**config.mk**
```make
export PLATFORM = sky130hd
export DESIGN_NAME = wkb_polygon_ring_parser_unit
export DESIGN_NICKNAME = d
export VERILOG_FILES = /design/src/rtl/wkbp_pkg.sv /design/src/rtl/wkb_polygon_ring_parser_unit.sv /design/src/rtl/wkbp_in_stage.sv /design/src/rtl/wkbp_parse.sv /design/src/rtl/wkbp_out_stage.sv
export SDC_FILE = /design/constraint.sdc
export NUM_CORES = 1
export LEC_CHECK = 0
export BUFFER_PORTS_ARGS = -buffer_cell sky130_fd_sc_hd__buf_2
export CORE_MARGIN = 2
export CORE_UTILIZATION = 35
export CTS_CLUSTER_SIZE = 10
export DETAILED_ROUTE_END_ITERATION = 6
export PLACE_DENSITY = 0.47
export SLEW_MARGIN = 5
export SYNTH_ARGS = -nofsm -noshare
export SYNTH_HDL_FRONTEND = slang
export SYNTH_SLANG_ARGS = --single-unit
```
**constraint.sdc**
```tcl
create_clock -name i_clk -period 37.2 [get_ports i_clk]
set_clock_uncertainty 0.15 [all_clocks]
set_input_delay 3.72 -clock i_clk [delete_from_list [all_inputs] [get_ports i_clk]]
set_output_delay 3.72 -clock i_clk [all_outputs]
set_load 0.01 [all_outputs]
```
**src/rtl/wkbp_pkg.sv**
```systemverilog
// ----------------------------------------------------------------------------
// wkbp_pkg
// Shared types, codes and arithmetic helpers for the WKB polygon ring parser.
// ----------------------------------------------------------------------------
package wkbp_pkg;

    // Field widths
    localparam int LEN_FIELD_W = 32;
    localparam int WORD_W      = 32;
    localparam int STRIDE_W    = 6;
    localparam int NEED_W      = WORD_W + STRIDE_W;   // 13 + count * stride never wraps

    // Header layout (byte positions)
    localparam logic [3:0] HDR_BYTES   = 4'd13;
    localparam logic [3:0] COUNT_START = 4'd9;
    localparam logic [3:0] TYPE_END    = 4'd4;
    localparam logic [3:0] RINGS_END   = COUNT_START - 4'd1;

    // Geometry type word: code = dim * 1000 + 3
    localparam int DIM_DIVISOR = 1000;
    localparam int POLY_CODE   = 3;
    localparam int ODD_DIV     = DIM_DIVISOR / 8;      // 125
    localparam int FOLD_K      = 128 - ODD_DIV;        // 128 mod 125
    localparam logic [WORD_W-1:0] TYPE_Z  = WORD_W'(DIM_DIVISOR * 1 + POLY_CODE);
    localparam logic [WORD_W-1:0] TYPE_M  = WORD_W'(DIM_DIVISOR * 2 + POLY_CODE);
    localparam logic [WORD_W-1:0] TYPE_ZM = WORD_W'(DIM_DIVISOR * 3 + POLY_CODE);

    // Point sizes in bytes
    localparam logic [STRIDE_W-1:0] STRIDE_BASE = 6'd16;
    localparam logic [STRIDE_W-1:0] STRIDE_ONE  = 6'd24;
    localparam logic [STRIDE_W-1:0] STRIDE_TWO  = 6'd32;

    // 256^n mod 125, n = 0..3
    localparam logic [6:0] BYTE_WEIGHT [0:3] = '{7'd1, 7'd6, 7'd36, 7'd91};

    typedef enum logic [2:0] {
        ST_POINT   = 3'd0,
        ST_EMPTY   = 3'd1,
        ST_SHORT   = 3'd2,
        ST_ORDER   = 3'd3,
        ST_NOTPOLY = 3'd4,
        ST_NORINGS = 3'd5,
        ST_OVERRUN = 3'd6
    } t_status;

    typedef struct packed {
        t_status      status;
        logic [63:0]  lng;
        logic [63:0]  lat;
        logic [31:0]  num;
        logic         fin;
    } t_result;

    // x mod 125 by folding on 128 = 3 (mod 125)
    function automatic logic [6:0] mod_fold(input logic [15:0] x);
        logic [10:0] y1;
        logic [7:0]  y2;
        y1 = 11'(x[15:7]) * 11'(FOLD_K) + 11'(x[6:0]);
        y2 = 8'(y1[10:7]) * 8'(FOLD_K) + 8'(y1[6:0]);
        return (y2 >= 8'(ODD_DIV)) ? 7'(y2 - 8'(ODD_DIV)) : 7'(y2);
    endfunction

endpackage

```
**src/rtl/wkb_polygon_ring_parser_unit.sv**
```systemverilog
// ----------------------------------------------------------------------------
// wkb_polygon_ring_parser_unit
// Byte-serial WKB polygon parser: emits the first ring's points or a status.
// ----------------------------------------------------------------------------
// Usage
//   Slave side takes one message byte per transaction, with the message's
//   total length alongside (held constant over the message) and tlast on the
//   final byte. Master side gives at most one result per byte: a point
//   (raw little-endian IEEE-754 longitude/latitude, point index), an empty
//   ring status, or an error status; tlast marks the final result.
//   After a final result the rest of the message is swallowed until tlast.
// Timing
//   One byte per cycle sustained unless a result finds the output full. A byte
//   is registered on acceptance, runs through the parse step from the input
//   register and any result is loaded into the output register as the parser advances.
//   The critical path is the point-count check at the end of the header
//   (count times point size, plus 13, compared with the length).
// Stall
//   Bytes that give no result keep flowing while a result waits; a byte that
//   gives a result waits in the input register until the output frees up.
// Reset
//   Synchronous, active low. Parser returns to the start of a message, both
//   pipeline registers empty. No clearing pass; ready in the next cycle.
// ----------------------------------------------------------------------------
module wkb_polygon_ring_parser_unit import wkbp_pkg::*; #(
    parameter int LENGTH_WIDTH = 32
) (
    input  logic         i_clk,
    input  logic         i_rst_n,
    // slave side
    input  logic         i_s_axis_tvalid,
    output logic         o_s_axis_tready,
    input  logic [39:0]  i_s_axis_tdata,   // [7:0] data_byte, [39:8] message_length
    input  logic         i_s_axis_tlast,   // last_byte
    // master side
    output logic         o_m_axis_tvalid,
    input  logic         i_m_axis_tready,
    output logic [159:0] o_m_axis_tdata,   // [63:0] longitude_bits, [127:64] latitude_bits,
                                           // [159:128] point_number
    output logic [2:0]   o_m_axis_tuser,   // status
    output logic         o_m_axis_tlast    // final_result
);

    // only the low LENGTH_WIDTH bits of the 32-bit length take part
    localparam int LEN_BITS = (LENGTH_WIDTH < LEN_FIELD_W) ? LENGTH_WIDTH : LEN_FIELD_W;

    logic                w_in_vld;
    logic [7:0]          w_byte;
    logic [LEN_BITS-1:0] w_len;
    logic                w_last;
    logic                w_res_vld;
    t_result             w_res;
    t_result             w_out;
    logic                w_adv;

    // advance the parser unless this byte makes a result that has nowhere to go
    assign w_adv = w_in_vld && (!w_res_vld || !o_m_axis_tvalid || i_m_axis_tready);

    wkbp_in_stage #(
        .LEN_BITS (LEN_BITS)
    ) u_in (
        .i_clk   (i_clk),
        .i_rst_n (i_rst_n),
        .i_valid (i_s_axis_tvalid),
        .o_ready (o_s_axis_tready),
        .i_byte  (i_s_axis_tdata[7:0]),
        .i_len   (i_s_axis_tdata[39:8]),
        .i_last  (i_s_axis_tlast),
        .i_adv   (w_adv),
        .o_vld   (w_in_vld),
        .o_byte  (w_byte),
        .o_len   (w_len),
        .o_last  (w_last)
    );

    wkbp_parse #(
        .LEN_BITS (LEN_BITS)
    ) u_parse (
        .i_clk     (i_clk),
        .i_rst_n   (i_rst_n),
        .i_go      (w_adv),
        .i_byte    (w_byte),
        .i_len     (w_len),
        .i_last    (w_last),
        .o_res_vld (w_res_vld),
        .o_res     (w_res)
    );

    wkbp_out_stage u_out (
        .i_clk   (i_clk),
        .i_rst_n (i_rst_n),
        .i_load  (w_adv && w_res_vld),
        .i_res   (w_res),
        .i_ready (i_m_axis_tready),
        .o_valid (o_m_axis_tvalid),
        .o_res   (w_out)
    );

    assign o_m_axis_tdata = {w_out.num, w_out.lat, w_out.lng};
    assign o_m_axis_tuser = w_out.status;
    assign o_m_axis_tlast = w_out.fin;

    // ------------------------------------------------------------------------
    // Checks
    // ------------------------------------------------------------------------

    // a result made by the parser shows up next cycle with its status
    a_res_lands: assert property (@(posedge i_clk) disable iff (!i_rst_n)
        w_adv && w_res_vld |=> o_m_axis_tvalid && (o_m_axis_tuser == $past(w_res.status)))
        else $error("parser result not registered");

    // statuses other than a point always close the message
    a_status_final: assert property (@(posedge i_clk) disable iff (!i_rst_n)
        o_m_axis_tvalid && (o_m_axis_tuser != ST_POINT) |-> o_m_axis_tlast)
        else $error("status result without final flag");

    // statuses other than a point carry no coordinates
    a_status_zero: assert property (@(posedge i_clk) disable iff (!i_rst_n)
        o_m_axis_tvalid && (o_m_axis_tuser != ST_POINT) |-> (o_m_axis_tdata == '0))
        else $error("status result with data");

    // a pending result must not be overwritten
    a_no_overwrite: assert property (@(posedge i_clk) disable iff (!i_rst_n)
        w_in_vld && w_res_vld && o_m_axis_tvalid && !i_m_axis_tready |-> !w_adv)
        else $error("result register overwritten");

endmodule

```
**src/rtl/wkbp_in_stage.sv**
```systemverilog
// ----------------------------------------------------------------------------
// wkbp_in_stage
// Input register: holds one accepted byte with its length and end flag.
// ----------------------------------------------------------------------------
module wkbp_in_stage import wkbp_pkg::*; #(
    parameter int LEN_BITS = 32
) (
    input  logic                   i_clk,
    input  logic                   i_rst_n,
    input  logic                   i_valid,
    output logic                   o_ready,
    input  logic [7:0]             i_byte,
    input  logic [LEN_FIELD_W-1:0] i_len,
    input  logic                   i_last,
    input  logic                   i_adv,
    output logic                   o_vld,
    output logic [7:0]             o_byte,
    output logic [LEN_BITS-1:0]    o_len,
    output logic                   o_last
);

    logic                r_vld;
    logic [7:0]          r_byte;
    logic [LEN_BITS-1:0] r_len;
    logic                r_last;
    logic                w_load;

    assign o_ready = !r_vld || i_adv;
    assign w_load  = i_valid && o_ready;

    always_ff @(posedge i_clk) begin
        if (!i_rst_n) begin
            r_vld <= 1'b0;
        end else if (w_load) begin
            r_vld <= 1'b1;
        end else if (i_adv) begin
            r_vld <= 1'b0;
        end
        if (w_load) begin
            r_byte <= i_byte;
            r_len  <= i_len[LEN_BITS-1:0];
            r_last <= i_last;
        end
    end

    assign o_vld  = r_vld;
    assign o_byte = r_byte;
    assign o_len  = r_len;
    assign o_last = r_last;

endmodule

```
**src/rtl/wkbp_parse.sv**
```systemverilog
// ----------------------------------------------------------------------------
// wkbp_parse
// Parser state and the per-byte step: header checks, point gathering.
// ----------------------------------------------------------------------------
module wkbp_parse import wkbp_pkg::*; #(
    parameter int LEN_BITS = 32
) (
    input  logic                i_clk,
    input  logic                i_rst_n,
    input  logic                i_go,
    input  logic [7:0]          i_byte,
    input  logic [LEN_BITS-1:0] i_len,
    input  logic                i_last,
    output logic                o_res_vld,
    output t_result             o_res
);

    logic [3:0]          r_pos,      n_pos;
    logic                r_little,   n_little;
    logic [WORD_W-1:0]   r_word,     n_word;
    logic [6:0]          r_mod,      n_mod;
    logic [STRIDE_W-1:0] r_stride,   n_stride;
    logic [31:0]         r_expected, n_expected;
    logic [31:0]         r_done,     n_done;
    logic [4:0]          r_bip,      n_bip;
    logic [63:0]         r_lng,      n_lng;
    logic [63:0]         r_lat,      n_lat;
    logic                r_finished, n_finished;

    logic [NEED_W-1:0]   w_len;
    logic [1:0]          w_k;
    logic [1:0]          w_widx;
    logic [WORD_W-1:0]   w_word_base;
    logic [WORD_W-1:0]   w_word_new;
    logic [6:0]          w_mod_base;
    logic [6:0]          w_mod_new;
    logic [NEED_W-1:0]   w_need;
    logic                w_is_poly;
    logic [63:0]         w_lng_new;
    logic [63:0]         w_lat_new;
    logic [STRIDE_W-1:0] w_bip_inc;
    logic [31:0]         w_done_inc;

    // header word gather, type residue mod 125 kept alongside
    assign w_len       = NEED_W'(i_len);
    assign w_k         = 2'(r_pos - 4'd1);
    assign w_widx      = r_little ? w_k : ~w_k;
    assign w_word_base = (w_k == 2'd0) ? '0 : r_word;
    assign w_mod_base  = (w_k == 2'd0) ? '0 : r_mod;
    assign w_word_new  = r_little ? (w_word_base | (WORD_W'(i_byte) << {w_k, 3'b000}))
                                  : {w_word_base[WORD_W-9:0], i_byte};
    assign w_mod_new   = mod_fold(16'(w_mod_base) + 16'(i_byte) * 16'(BYTE_WEIGHT[w_widx]));
    assign w_is_poly   = (w_word_new[2:0] == 3'(POLY_CODE)) && (w_mod_new == 7'(POLY_CODE));
    assign w_need      = NEED_W'(HDR_BYTES) + NEED_W'(w_word_new) * NEED_W'(r_stride);

    // point gather
    assign w_lng_new   = r_little ? (r_lng | (64'(i_byte) << {r_bip[2:0], 3'b000}))
                                  : {r_lng[55:0], i_byte};
    assign w_lat_new   = r_little ? (r_lat | (64'(i_byte) << {r_bip[2:0], 3'b000}))
                                  : {r_lat[55:0], i_byte};
    assign w_bip_inc   = STRIDE_W'(r_bip) + 6'd1;
    assign w_done_inc  = r_done + 32'd1;

    always_comb begin
        n_pos      = r_pos;
        n_little   = r_little;
        n_word     = r_word;
        n_mod      = r_mod;
        n_stride   = r_stride;
        n_expected = r_expected;
        n_done     = r_done;
        n_bip      = r_bip;
        n_lng      = r_lng;
        n_lat      = r_lat;
        n_finished = r_finished;
        o_res_vld  = 1'b0;
        o_res      = '{status: ST_POINT, lng: '0, lat: '0, num: '0, fin: 1'b1};

        if (!r_finished) begin
            if (r_pos < HDR_BYTES) begin
                n_pos = r_pos + 4'd1;
                if (r_pos == 4'd0) begin
                    if (w_len < NEED_W'(HDR_BYTES)) begin
                        n_finished   = 1'b1;
                        o_res_vld    = 1'b1;
                        o_res.status = ST_SHORT;
                    end else if (i_byte > 8'd1) begin
                        n_finished   = 1'b1;
                        o_res_vld    = 1'b1;
                        o_res.status = ST_ORDER;
                    end else begin
                        n_little = i_byte[0];
                    end
                end else begin
                    n_word = w_word_new;
                    n_mod  = w_mod_new;
                    if (w_k == 2'd3) begin
                        if (r_pos == TYPE_END) begin
                            if (!w_is_poly) begin
                                n_finished   = 1'b1;
                                o_res_vld    = 1'b1;
                                o_res.status = ST_NOTPOLY;
                            end else if (w_word_new == TYPE_Z || w_word_new == TYPE_M) begin
                                n_stride = STRIDE_ONE;
                            end else if (w_word_new == TYPE_ZM) begin
                                n_stride = STRIDE_TWO;
                            end else begin
                                n_stride = STRIDE_BASE;
                            end
                        end else if (r_pos == RINGS_END) begin
                            if (w_word_new == '0) begin
                                n_finished   = 1'b1;
                                o_res_vld    = 1'b1;
                                o_res.status = ST_NORINGS;
                            end
                        end else begin
                            if (w_need > w_len) begin
                                n_finished   = 1'b1;
                                o_res_vld    = 1'b1;
                                o_res.status = ST_OVERRUN;
                            end else if (w_word_new == '0) begin
                                n_finished   = 1'b1;
                                o_res_vld    = 1'b1;
                                o_res.status = ST_EMPTY;
                            end else begin
                                n_expected = w_word_new;
                                n_done     = '0;
                                n_bip      = '0;
                                n_lng      = '0;
                                n_lat      = '0;
                            end
                        end
                    end
                end
            end else begin
                if (r_bip < 5'd8) begin
                    n_lng = w_lng_new;
                end else if (r_bip < 5'd16) begin
                    n_lat = w_lat_new;
                end
                if (w_bip_inc >= r_stride) begin
                    o_res_vld    = 1'b1;
                    o_res.status = ST_POINT;
                    o_res.lng    = n_lng;
                    o_res.lat    = n_lat;
                    o_res.num    = r_done;
                    o_res.fin    = (w_done_inc == r_expected);
                    n_done       = w_done_inc;
                    n_bip        = '0;
                    n_lng        = '0;
                    n_lat        = '0;
                    n_finished   = (w_done_inc == r_expected);
                end else begin
                    n_bip = 5'(w_bip_inc);
                end
            end
        end

        // end of message: back to start
        if (i_last) begin
            n_pos      = '0;
            n_little   = 1'b0;
            n_word     = '0;
            n_mod      = '0;
            n_stride   = STRIDE_BASE;
            n_expected = '0;
            n_done     = '0;
            n_bip      = '0;
            n_lng      = '0;
            n_lat      = '0;
            n_finished = 1'b0;
        end
    end

    always_ff @(posedge i_clk) begin
        if (!i_rst_n) begin
            r_pos      <= '0;
            r_little   <= 1'b0;
            r_word     <= '0;
            r_mod      <= '0;
            r_stride   <= STRIDE_BASE;
            r_expected <= '0;
            r_done     <= '0;
            r_bip      <= '0;
            r_lng      <= '0;
            r_lat      <= '0;
            r_finished <= 1'b0;
        end else if (i_go) begin
            r_pos      <= n_pos;
            r_little   <= n_little;
            r_word     <= n_word;
            r_mod      <= n_mod;
            r_stride   <= n_stride;
            r_expected <= n_expected;
            r_done     <= n_done;
            r_bip      <= n_bip;
            r_lng      <= n_lng;
            r_lat      <= n_lat;
            r_finished <= n_finished;
        end
    end

endmodule

```
**src/rtl/wkbp_out_stage.sv**
```systemverilog
// ----------------------------------------------------------------------------
// wkbp_out_stage
// Result register: holds one result until the receiver takes it.
// ----------------------------------------------------------------------------
module wkbp_out_stage import wkbp_pkg::*; (
    input  logic    i_clk,
    input  logic    i_rst_n,
    input  logic    i_load,
    input  t_result i_res,
    input  logic    i_ready,
    output logic    o_valid,
    output t_result o_res
);

    logic    r_vld;
    t_result r_res;

    always_ff @(posedge i_clk) begin
        if (!i_rst_n) begin
            r_vld <= 1'b0;
        end else if (i_load) begin
            r_vld <= 1'b1;
        end else if (i_ready) begin
            r_vld <= 1'b0;
        end
        if (i_load) begin
            r_res <= i_res;
        end
    end

    assign o_valid = r_vld;
    assign o_res   = r_res;

endmodule

```
==> results of run 1 <==
[how the worst max path moves through the flow]
| stage | endpoint | cells past startpoint |
|---|---|---|
| finish | o_s_axis_tready | 48 |
| global route | o_s_axis_tready | 48 |
| CTS | o_s_axis_tready | 47 |
| detailed placement | o_s_axis_tready | 47 |
| global placement | o_s_axis_tready | 43 |
| floorplan | u_out.o_res[0] | 50 |
[cell usage in the layout (no fill, tap or decap), types with 29 or more instances in the layout]
| cell type | Yosys | final |
|---|---|---|
| a21o_1 | 29 | 29 |
| a21oi_1 | 148 | 148 |
| and2_1 | 30 | 30 |
| and3_1 | 49 | 49 |
| buf_2 | 28 | 209 |
| buf_4 | 6 | 34 |
| clkbuf_1 | 175 | 35 |
| clkbuf_16 | 0 | 54 |
| dfxtp_1 | 247 | 247 |
| edfxtp_1 | 205 | 205 |
| fa_1 | 76 | 76 |
| ha_1 | 231 | 231 |
| inv_1 | 205 | 204 |
| mux2i_1 | 50 | 50 |
| nand2_1 | 273 | 272 |
| nand3_1 | 207 | 207 |
| nand4_1 | 32 | 32 |
| nor2_1 | 322 | 320 |
| nor3_1 | 32 | 30 |
| o21ai_0 | 100 | 100 |
| o22ai_1 | 116 | 116 |
| o41ai_1 | 115 | 115 |
| xnor2_1 | 75 | 75 |
| xor2_1 | 41 | 41 |
[state kept, by name (all words and copies together), names as in the netlist, 3 cells and up]
name	flops
u_parse.r_mod	7
u_in.o_len	32
u_parse.r_done	32
u_out.o_res	164
u_parse.r_stride	3
u_parse.r_expected	32
u_parse.r_pos	4
u_parse.r_bip	5
u_parse.r_lng	64
u_parse.r_lat	64
u_in.o_byte	8
u_parse.r_word	32
[routing by layer]
| layer | share of wire | track usage |
|---|---|---|
| met2 | 0.43 | 0.316 |
| met4 | 0.024 | 0.0533 |
| met5 | 0 | 0 |
| met1 | 0.48 | 0.323 |
| met3 | 0.066 | 0.0334 |
[layout make-up]
type / instances / share of cell area
multi-input combinational: 2249 / 0.493
sequential: 452 / 0.347
clock buffer: 94 / 0.0485
timing repair buffer: 246 / 0.0422
tap: 1060 / 0.0414
inverter: 206 / 0.0242
clock inverter: 7 / 0.00344
[worst max-delay path, delay by kind of cell (launching register included)]
kind	cells	cell delay, ps
AOI/OAI and AO/OA	16	3910
xor gates and xnor gates	4	900
adders and majority gates	12	4880
buffers and inverters	8	670
DFF	1	530
muxes	1	160
and+or+nand+nor	7	1730
[per-stage QoR]
step                hold slack [ps]  instance area [µm²]  instances
floorplan                       283                28600       3140
global placement                301                30400       4213
detailed placement              305                30400       4213
CTS                             319                32000       4314
global route                    345                32000       4314
finish                          319                32000       4314
[report_power, final]
part | switching, mW | total, mW | internal (mW)
combinational | 0.230 | 0.368 | 0.138
clock | 0.221 | 0.504 | 0.283
sequential | 0.00471 | 0.535 | 0.530
[logic make-up after synthesis]
kind of cell,count (synthesis),share of synthesized area
AND/OR/NAND/NOR,1066,0.174
XOR/XNOR,116,0.0356
adder cells (fa/ha/maj),307,0.154
AO/OA/AOI/OAI,708,0.169
flip-flops,452,0.389
multiplexers,52,0.0183
buffers and inverters,439,0.0598
==> metrics.csv, run 1 <==
stage,metric,value,unit
run_status,status,"finished, final reports clean",
timing,max-slew-margin-rel,0.0659,
floorplanning,die_h,290,µm
placement,numPortBuffers,210,
final_layout,final_nets,3561,
route,routed_via_density,5.61,
clocking,cts.repair.resized,0,
global_route,grt_first_pass_wirelength,140000,µm
clocking,tritoncts,built,
worst_setup_path,cp_slowest_cell,nor4_2,
final_layout,area_delta_synth_final,12.1,%
power_and_ir_drop,p_leak,13.8,nW
logic_synthesis,synthTopCellsByArea,"edfxtp_1 (22%), dfxtp_1 (17%), ha_1 (10%)",
power_and_ir_drop,powerDensity,44.0,mW/mm²
power_and_ir_drop,peakVddDrop,0.0000413,V
logic_synthesis,avgSynthCellArea,9.09,µm²
route,drt_iter0_drc,2449,
timing,worst_slack,19890,ps
route,wl,91600,µm
floorplanning,start_util,0.354,
placement,dp_hpwl,65000,µm
flow_run,max-cap-violations,0,
worst_setup_path,critPathLaunchType,flop,
worst_setup_path,worstPathArrival,13440,ps
final_layout,diodes,0,
worst_setup_path,required,33330,ps
placement,place_ws,20760,ps
final_layout,final_core_util,0.397,
floorplanning,core,0.0807,mm²
timing,rsz0062_at_grt,no,
logic_synthesis,syn-cell-area,0.0286,mm²
final_layout,drive_above_1_share,0.108,
worst_setup_path,rr_worst_depth,47,
worst_setup_path,cp-startpoint,u_parse.r_pos[0],
timing,max_freq,57.8,MHz
clocking,ctsHoldBuffers,0,
global_route,grt_antenna_before_repair,0,
worst_setup_path,crit_fanout,16,
floorplanning,io_pins,211,
global_route,grt_max_degree,246,
logic_synthesis,synth_area_leader_cell,edfxtp_1,
global_route,grt_pass1_vias,23200,
logic_synthesis,synthCells,3140,
floorplanning,row_count,104,
worst_setup_path,crit_type,reg2out,
route,antenna_left,0,
worst_setup_path,r2r-end,u_in.o_len[29],
final_layout,n_fill_cell,8154,
final_layout,multiInputGateArea,0.0158,mm²
floorplanning,die_w,290,µm
min_path,hold_class,reg2reg,
timing,fin_setup_tns,0,ps
global_route,grt_overflow,0,
route,wl_per_cell,21.2,µm
clocking,clk_latency,640,ps
timing,slew_violations,0,
timing,post-route-min-period,17310,ps
route,first_pass_iters,6,
timing,finalHoldViolations,0,
min_path,worstHoldPathCells,2,
logic_synthesis,synth-seq-cells,452,
worst_setup_path,worstReg2RegStart,u_parse.r_pos[0],
final_layout,regArea,0.0111,mm²
route,drc,0,
min_path,hp-start,u_parse.r_mod[0],
clocking,numCtsBuffers,54,
logic_synthesis,yosysMostFrequentCell,nor2_1,
logic_synthesis,synth-edff-count,205,
clocking,cts.sinks,452,
timing,finalCritPeriodShare,0.465,
logic_synthesis,ys_top_cells_by_count,"nor2_1 (322), nand2_1 (273), dfxtp_1 (247), ha_1 (231), nand3_1 (207)",
logic_synthesis,synth_flop_cell,dfxtp_1,
min_path,holdPathEnd,u_parse.r_mod[0],
logic_synthesis,yosys_warnings,0,
power_and_ir_drop,total_power,1.41,mW
worst_setup_path,slowest_delay,730,ps
timing,finalSetupViolations,0,
clocking,clock_path_buffers,3,
clocking,cts_setup_buffers,0,
route,vias,24200,
clocking,clock-root-buffer,clkbuf_16,
logic_synthesis,seq_area_frac_synth,0.389,
logic_synthesis,synthArstFlopShare,0,
logic_synthesis,synth_cell_type_count,82,
logic_synthesis,synth_nets,3492,
placement,gp_congestion,0.849,
worst_setup_path,endpoint_kind,primary output,
floorplanning,die-area,0.0839,mm²
logic_synthesis,synth_top_area_share,0.216,
clocking,htreeDepth,2,
clocking,clkTransAtPathRegs,60,ps
global_route,grt_use_total,0.214,
timing,tightest_slew,1400,ps
worst_setup_path,reg2reg_slack,23250,ps
Note: power is estimated with default switching activity, not from simulation.
==> run 2: changes to the inputs <==
ABC_AREA = 1   (was not set)
PLACE_DENSITY = 0.49   (was 0.47)
clock period = 15.1 ns   (was 37.2 ns; I/O delays follow)
==> run 2 against run 1 <==
  * Setup slack lost 19000 ps
  * Utilization shrank 0.35 points
  * Register-to-register slack lost 21000 ps
  * Design area grew 6.4%
  * Via count grew 12%
  * Flip-flop and latch count is the same
  * Wire length grew 9.7%
  * Synthesized cell count grew 31%
==> metrics.csv, run 2 <==
stage,metric,value,unit,change
clocking,clkTransAtPathRegs,60,ps,about the same
logic_synthesis,syn-cell-area,0.0305,mm²,+6.8%
floorplanning,core,0.0866,mm²,+7.4%
global_route,grt_max_degree,109,,-56%
logic_synthesis,synthArstFlopShare,0,,unchanged
logic_synthesis,synth-edff-count,205,,unchanged
placement,place_area,0.0324,mm²,+6.8%
final_layout,drive_above_1_share,0.0818,,-0.0258
logic_synthesis,yosys_warnings,0,,unchanged
final_layout,regArea,0.0111,mm²,about the same
clocking,ctsHoldBuffers,0,,unchanged
global_route,grt.busiest_layer,met1,,
route,wl_per_cell,18.6,µm,-12%
logic_synthesis,synth_area_leader_cell,edfxtp_1,,
clocking,numCtsBuffers,55,,+1.9%
route,wl,100000,µm,+9.7%
global_route,met2_usage,0.317,,+0.00125
worst_setup_path,required,13440,ps,-19890 ps
final_layout,largest_reg_flops,164,,unchanged
logic_synthesis,synthCells,4113,,+31%
worst_setup_path,crit_fanout,21,,+5
timing,finalCritPeriodShare,0.922,,
worst_setup_path,endpoint_kind,primary output,,
placement,place_ws,1420,ps,-19340 ps
placement,numPortBuffers,210,,unchanged
logic_synthesis,synth-seq-cells,452,,unchanged
placement,gp_congestion,0.907,,+6.8%
timing,worst_slack,1180,ps,-18720 ps
worst_setup_path,cp_slowest_cell,fa_1,,
worst_setup_path,slowest_delay,540,ps,-190 ps
logic_synthesis,synth_top_area_share,0.202,,-0.0138
logic_synthesis,avgSynthCellArea,7.42,µm²,-18%
clocking,clk_latency,620,ps,-20 ps
floorplanning,row_count,108,,+3.8%
route,routed_via_density,5.01,,-11%
route,vias,27000,,+12%
clocking,cts.sinks,452,,unchanged
logic_synthesis,yosysMostFrequentCell,nand2_1,,
timing,max-slew-margin-rel,0.168,,+0.102
final_layout,final_nets,4554,,+28%
timing,post-route-min-period,13920,ps,
floorplanning,start_util,0.352,,-0.00173
global_route,grtUsageMet1,0.339,,+0.0160
route,first_pass_iters,5,,-1
global_route,grt_pass1_vias,25600,,+10%
run_status,status,"finished, final reports clean",,
global_route,grt_antenna_before_repair,1,,+1
power_and_ir_drop,powerDensity,148,mW/mm²,+240%
worst_setup_path,crit_type,reg2out,,
floorplanning,die_h,299,µm,+3.3%
logic_synthesis,ys_top_cells_by_count,"nand2_1 (883), inv_1 (587), nor2_1 (552), a21oi_1 (321), dfxtp_1 (247)",,
logic_synthesis,synth_nets,4465,,+28%
floorplanning,io_pins,211,,unchanged
route,drc,0,,unchanged
logic_synthesis,synth_cell_type_count,48,,-41%
final_layout,diodes,0,,unchanged
global_route,grt_first_pass_wirelength,154000,µm,+10%
flow_run,max-cap-violations,0,,unchanged
final_layout,postLayoutCellArea,0.0341,mm²,+6.4%
timing,finalSetupViolations,0,,unchanged
final_layout,final_core_util,0.393,,-0.00346
power_and_ir_drop,peakVddDrop,0.000291,V,+600%
timing,max_freq,71.8,MHz,
floorplanning,die_w,299,µm,+3.3%
global_route,grt_overflow,0,,unchanged
timing,tightest_slew,1230,ps,-167 ps
min_path,hold_class,reg2reg,,
clocking,clock-root-buffer,clkbuf_16,,
route,antenna_left,0,,unchanged
timing,slew_violations,0,,unchanged
route,drt_iter0_drc,2471,,+0.90%
final_layout,fin_cells,5398,,+25%
logic_synthesis,seq_area_frac_synth,0.364,,-0.0249
final_layout,multiInputGateArea,0.0163,mm²,+2.9%
timing,fin_hold_ws,305,ps,-13.8 ps
final_layout,area_delta_synth_final,11.7,%,
logic_synthesis,synthTopCellsByArea,"edfxtp_1 (20%), dfxtp_1 (16%), nand2_1 (11%)",,
global_route,grt_use_total,0.219,,+0.00514
timing,finalHoldViolations,0,,unchanged
clocking,htreeDepth,2,,unchanged
final_layout,final_common_cell,nand2_1,,
placement,place_inst,5300,,+26%
floorplanning,die-area,0.0896,mm²,+6.7%
worst_setup_path,critPathLaunchType,flop,,
global_route,met3_usage,0.0386,,+0.00527
timing,fin_setup_tns,0,ps,unchanged
timing,rsz0062_at_grt,no,,
final_layout,most-common-layout-cells,"nand2_1 (883), inv_1 (584), nor2_1 (546)",,
placement,dp_hpwl,74300,µm,+14%
clocking,cts_setup_buffers,0,,unchanged
final_layout,n_fill_cell,9226,,+13%
logic_synthesis,synth_flop_cell,dfxtp_1,,
power_and_ir_drop,total_power,5.03,mW,+260%
worst_setup_path,worstPathArrival,12260,ps,-1180 ps
clocking,tritoncts,built,,
power_and_ir_drop,p_leak,15.0,nW,+8.6%
clocking,clock_path_buffers,3,,unchanged
==> run 2: changes by cell type after synthesis, moves of 65 or more <==
| cell | delta |
|---|---|
| o41ai_1 | -111 |
| nand4_1 | +65 |
| a21oi_1 | +173 |
| nor2_1 | +230 |
| o22ai_1 | -88 |
| nand2_1 | +610 |
| inv_1 | +382 |
==> run 2: routing by layer <==
metal | vias to the layer above | share of wire | routed length [µm]
li1 | 13500 | - | -
met1 | 12600 | 0.50 | 50500
met2 | 778 | 0.42 | 41900
met3 | 90 | 0.065 | 6580
met4 | 0 | 0.015 | 1480
met5 | - | 0 | 0
==> run 2: final cells by class <==
cell class | instances | area share
multi-input combinational | 2842 | 0.477
timing repair buffer | 243 | 0.0392
tap | 1155 | 0.0424
inverter | 608 | 0.0674
clock inverter | 10 | 0.00323
clock buffer | 88 | 0.0449
sequential | 452 | 0.326
==> run 2: path summary, 6_finish.rpt <==
path | from | to | slack (ps) | depth (start not counted)
worst max register to register | u_parse.r_pos[0] | u_parse.r_pos[1] | 2110 | 62
worst min register to register | u_parse.r_mod[5] | u_parse.r_mod[5] | 310 | 2
worst max-delay path | u_parse.r_pos[0] | o_s_axis_tready | 1180 | 58
worst min-delay path | u_parse.r_mod[5] | u_parse.r_mod[5] | 310 | 2
==> run 2: cells by family (layout without fill, tap and decap cells) <==
family | count (synthesis) | count (layout) | synth area share
AOI/OAI and AO/OA | 629 | 629 | 0.115
adders and majority gates | 307 | 307 | 0.145
buffers and inverters | 819 | 949 | 0.105
DFF | 452 | 452 | 0.364
and+or+nand+nor | 1813 | 1813 | 0.245
xor gates and xnor gates | 93 | 93 | 0.0267
==> run 2: report_power, final <==
group | total, mW | switching, mW | internal [mW] | leakage (nW)
Combinational | 2.44 | 1.58 | 0.863 | 10.4
Clock | 1.24 | 0.530 | 0.706 | 0.784
Sequential | 1.36 | 0.0260 | 1.33 | 3.81
Total | 5.03 | 2.13 | 2.90 | 15.0
==> run 2: what timing repair did <==
item | in CTS | in global routing
resized for setup | 0 | 2
hold endpoints to repair | 0 | 0
setup endpoints to repair | 0 | 1
==> run 2: critical path, delay by kind of cell, from the launching register on <==
family	cells	cell delay (ps)
compound gates	5	880
xor+xnor	1	320
fa+ha+maj	12	5250
buf+inv	15	1550
flops	1	290
simple gates	25	3320
